--- config.mk ---
export PLATFORM = sky130hd
export DESIGN_NAME = soa_slot_div
export DESIGN_NICKNAME = d
export VERILOG_FILES = /design/src/rtl/soa_pkg.sv /design/src/rtl/soa_slot_div.sv
export SDC_FILE = /design/constraint.sdc
export NUM_CORES = 1
export LEC_CHECK = 0
export BUFFER_PORTS_ARGS = -buffer_cell sky130_fd_sc_hd__buf_2
export CAP_MARGIN = 25
export CORE_UTILIZATION = 59
export DETAILED_ROUTE_END_ITERATION = 10
export GPL_TIMING_DRIVEN = 0
export HOLD_SLACK_MARGIN = 0.08
export PLACE_DENSITY = 0.79
export SYNTH_ARGS = -nofsm -noshare
export SYNTH_HDL_FRONTEND = slang
export SYNTH_SLANG_ARGS = --single-unit
--- constraint.sdc ---
create_clock -name clk -period 2.51 [get_ports clk]
set_input_delay 0.251 -clock clk [delete_from_list [all_inputs] [get_ports clk]]
set_output_delay 0.251 -clock clk [all_outputs]
set_load 0.1 [all_outputs]
--- src/rtl/soa_pkg.sv ---
// ----------------------------------------------------------------------------
// soa_pkg: shared types and constants for the slab object allocator
// Request kinds, result status codes, controller states and width helpers.
// ----------------------------------------------------------------------------
package soa_pkg;

  localparam int DEF_CHUNK_BYTES = 4096;
  localparam int DEF_NUM_CHUNKS  = 64;
  localparam int DEF_MAX_SLOTS   = 256;

  localparam int OBJ_W    = 12;
  localparam int OFFSET_W = 18;
  localparam int STATUS_W = 2;
  localparam int DATA_W   = 32;
  localparam int ADDR_W   = 3;

  localparam logic [OBJ_W-1:0] OBJ_SIZE_MIN   = 12'd16;
  localparam logic [OBJ_W-1:0] OBJ_SIZE_MAX   = 12'd2048;
  localparam logic [OBJ_W-1:0] OBJ_SIZE_RESET = 12'd16;

  // register word index on the config port
  localparam logic [ADDR_W-3:0] REG_OBJECT_SIZE = 1'b0;

  localparam logic KIND_ALLOC = 1'b0;
  localparam logic KIND_FREE  = 1'b1;

  localparam logic [STATUS_W-1:0] STATUS_OK       = 2'd0;
  localparam logic [STATUS_W-1:0] STATUS_OOM      = 2'd1;
  localparam logic [STATUS_W-1:0] STATUS_BAD_FREE = 2'd2;

  typedef enum logic [2:0] {
    ST_IDLE,
    ST_FREE,
    ST_SCAN,
    ST_ROOM,
    ST_POP,
    ST_MUL,
    ST_OUT
  } state_t;

  // index width, at least one bit
  function automatic int idx_w(input int n);
    return (n > 1) ? $clog2(n) : 1;
  endfunction

endpackage

--- src/rtl/soa_slot_div.sv ---
// ----------------------------------------------------------------------------
// soa_slot_div: slots-per-chunk calculator
// Restoring divider, one quotient bit per cycle: CHUNK_BYTES / divisor,
// clamped to MAX_SLOTS. Holds the last result until the next division ends.
// ----------------------------------------------------------------------------
module soa_slot_div #(
  parameter int CHUNK_BYTES = soa_pkg::DEF_CHUNK_BYTES,
  parameter int MAX_SLOTS   = soa_pkg::DEF_MAX_SLOTS
) (
  input  logic                               clk,
  input  logic                               rst,
  input  logic                               go,
  input  logic [soa_pkg::OBJ_W-1:0]          divisor,
  output logic                               busy,
  output logic [$clog2(MAX_SLOTS+1)-1:0]     slots
);
  import soa_pkg::*;

  localparam int DW = $clog2(CHUNK_BYTES + 1);
  localparam int CW = idx_w(DW);
  localparam int NW = $clog2(MAX_SLOTS + 1);
  localparam int RESET_Q = CHUNK_BYTES / 16;
  localparam int RESET_SLOTS = (RESET_Q > MAX_SLOTS) ? MAX_SLOTS : RESET_Q;
  localparam logic [DW-1:0] DIVIDEND = DW'(CHUNK_BYTES);

  logic              active;
  logic [CW-1:0]     cnt;
  logic [OBJ_W-1:0]  div_r;
  logic [OBJ_W:0]    rem;
  logic [DW-1:0]     quo;

  logic [OBJ_W:0]    shifted;
  logic              ge;
  logic [DW-1:0]     quo_next;

  assign shifted  = {rem[OBJ_W-1:0], DIVIDEND[cnt]};
  assign ge       = shifted >= {1'b0, div_r};
  assign quo_next = {quo[DW-2:0], ge};
  assign busy     = active;

  always_ff @(posedge clk) begin
    if (rst) begin
      active <= 1'b0;
      slots  <= NW'(RESET_SLOTS);
    end else if (go) begin
      active <= 1'b1;
      cnt    <= CW'(DW - 1);
      div_r  <= divisor;
      rem    <= '0;
      quo    <= '0;
    end else if (active) begin
      rem <= ge ? (shifted - {1'b0, div_r}) : shifted;
      quo <= quo_next;
      if (cnt == '0) begin
        active <= 1'b0;
        if (32'(quo_next) > 32'(MAX_SLOTS)) begin
          slots <= NW'(MAX_SLOTS);
        end else begin
          slots <= NW'(quo_next);
        end
      end else begin
        cnt <= cnt - 1'b1;
      end
    end
  end

endmodule
==> results.json <==
{
  "synth_seq_cells": 51,
  "synth.distinct_cells": 47,
  "cp.arrival_ps": 2440,
  "htreeDepth": 2,
  "period_minus_slack_ps": 2317,
  "p_int_mw": 1.358,
  "cts_made_buffers": 5,
  "vias_per_cell": 5.962,
  "fin_nets": 292,
  "synth_flop_cell": "edfxtp_1",
  "path_class": "flip-flop to flip-flop",
  "vdd_drop_max_mv": 0.3878,
  "hold_class": "primary input to flip-flop",
  "track_usage_pct": 22.69,
  "wl_mm": 5.014,
  "synth_top_family_by_area": "compound AO/OA/AOI/OAI gates",
  "skew_ps": 10.02,
  "grt_max_degree": 26,
  "clock.fmax_ghz": 0.4315,
  "crit_path_end_kind": "flip-flop",
  "swShare_pct": 28.69,
  "syn2layout_area_growth_pct": 10.92,
  "hpwl_mm": 3.550,
  "yosysMostFrequentCell": "edfxtp_1",
  "clkPwrFrac_pct": 25.1,
  "combPwrFrac_pct": 21.8,
  "cts_hold_buf": 0,
  "wl_met3_um": 261,
  "die_w_um": 68.97,
  "synthMuxAreaShare_pct": 0,
  "tightest_slew_ps": 952.9,
  "ios": 25,
  "switching_power_mw": 0.5464,
  "syn_nets": 260,
  "port_buffers": 24,
  "layout.cells.non_filler": 314,
  "antenna_found_initial": 0,
  "utilization_pct": 70.83,
  "place_inst": 306,
  "tritoncts": "built",
  "timing.final.ws_setup_ps": 192.6,
  "synthArstFlopShare_pct": 0,
  "overflow": 0,
  "power_frac_seq_pct": 53.1,
  "routabilityCongestion": 0.8583,
  "rsz0062_at_grt": "false",
  "wl_met2_mm": 2.401,
  "synth-xor-area-share_pct": 2.648,
  "firstDrtPassIters": 4,
  "antennaDiodeCount": 0,
  "core_um2": 4144,
  "tns_ps": 0,
  "synth.top_cells.by_count": "edfxtp_1, a21oi_1, inv_1",
  "finalHoldViolCount": 0,
  "post_route_cells_drive_above_1_share_pct": 17.05,
  "vias": 1872,
  "clock_path_buffers": 2,
  "maxCapViolations": 0,
  "wl_met1_mm": 2.290,
  "yosys_warnings": 0,
  "crit_required_ps": 2640,
  "status": "completed",
  "critPathLaunchType": "flip-flop",
  "dp_slack_ps": 238.0,
  "synth_enable_flop_cells": 40,
  "synthCells": 231,
  "syn_area_um2": 2646,
  "start_util_pct": 63.86,
  "antenna_left": 0,
  "syn_avg_cell_area_um2": 11.46,
  "clk_transition_reported_paths_ps": 90,
  "insertion_delay_ps": 310,
  "grt_pass1_vias": 1674,
  "routed.top_layer": "met4",
  "powerDensity_nw_per_um2": 648.9,
  "cts-root-buf": "clkbuf_8",
  "report.final.setup_viol": 0,
  "timing.final.crit_share_pct": 92.32,
  "die-area_um2": 4757,
  "yosys.area_share.simple_pct": 16.12,
  "die_h_um": 68.97,
  "critPathMaxFanout": 10,
  "leakage_nw": 1.161,
  "grt_pass1_wl_mm": 7.748,
  "synth_top_area_share_pct": 45.39,
  "rows": 23,
  "synthAdderAreaFrac_pct": 6.903,
  "ys_top_cells_by_area": "edfxtp_1, dfxtp_1, ha_1",
  "clock-sinks": 51,
  "yosys.area.top_type": "edfxtp_1",
  "ys_seq_area_share_pct": 53.71,
  "synth_compound_area_share_pct": 16.93,
  "wire_per_inst_um": 15.97,
  "slew_violations": 0,
  "drc": 0,
  "drt_iter0_drc": 140,
  "max_slew_margin_pct": 36.40
}
## worst max-delay path, cell delays in order, from the launching register on
cell and delay, ps:
edfxtp_1 420, ha_1 350, a21o_1 200, a211oi_1 310, and2_1 220, buf_4 210, nand2_1 160, a211oi_1 280
## state kept, by name (all words and copies together), names as in the netlist
name     flops
rem         12
quo         12
cnt          4
busy         1
div_r       12
shifted      1
slots        9
## through the flow
stage	area (µm²)	hold WS [ps]	total power [mW]
2_1_floorplan	2646	320.1	1.338
3_3_place_gp	2829	426.9	1.420
3_5_place_dp	2840	429.1	1.433
4_1_cts	2930	112.8	1.912
5_1_grt	2935	102.2	1.996
6_report	2935	117.1	1.905
## cell type report
cell class	count	area (µm²)
repair buffers	25	131.4
flip-flops and latches	51	1421
inverters	18	67.56
fillers	325	1209
well taps	50	62.56
clock inverters	3	21.27
plain buffers	5	30.03
clock buffers	5	68.82
multi-input cells	157	1132
## routing by layer
layer	global-route usage (%)	vias to the layer above
met3	3.947	7
met1	30.54	906
met5	0	-
li1	-	913
met2	37.14	46
met4	7.143	0
## final timing paths
check / slack [ps] / cells after the start / end / from
max: 190 / 7 / rem[0]$_SDFFCE_PP0P_ / rem[9]$_SDFFCE_PP0P_
min: 120 / 1 / div_r[8]$_DFFE_PP_ / divisor[8]
max reg2reg: 190 / 7 / rem[0]$_SDFFCE_PP0P_ / rem[9]$_SDFFCE_PP0P_
min reg2reg: 480 / 2 / slots[0]$_SDFFE_PP0P_ / slots[0]$_SDFFE_PP0P_
## cells by family after synthesis
logic type | Yosys count
xor gates and xnor gates | 8
adders and majority gates | 14
DFF | 51
buffers and inverters | 23
and+or+nand+nor | 70
AOI/OAI and AO/OA | 65
## power by group through the flow
stage	combinational, mW	clock [mW]	sequential [mW]
after floorplan	0.309	0	1.03
after global placement	0.392	0	1.03
after detailed placement	0.403	0	1.03
after CTS	0.410	0.490	1.01
after global routing	0.461	0.517	1.02
final	0.416	0.478	1.01
## repair_timing
item,4_1_cts,5_1_grt
gates resized for setup,0,1
setup endpoints to repair,0,1
endpoints found under the hold margin,0,0
buffers inserted,0,0
## layout by cell type, fill, tap and decap left out, types with 4 or more instances in the layout
master / synthesis / final
nor3_1: 4 / 4
nor2b_1: 15 / 15
a22o_1: 6 / 6
xnor2_1: 7 / 7
a211oi_1: 5 / 4
ha_1: 13 / 13
o21ai_0: 8 / 8
nand2b_1: 10 / 10
inv_1: 18 / 18
dfxtp_1: 11 / 11
buf_2: 0 / 24
a21oi_1: 19 / 19
o211ai_1: 4 / 4
nand2_1: 8 / 8
clkbuf_8: 0 / 5
nor2_1: 11 / 11
nand3_1: 8 / 8
edfxtp_1: 40 / 40
(Power assumes the default switching activity.)
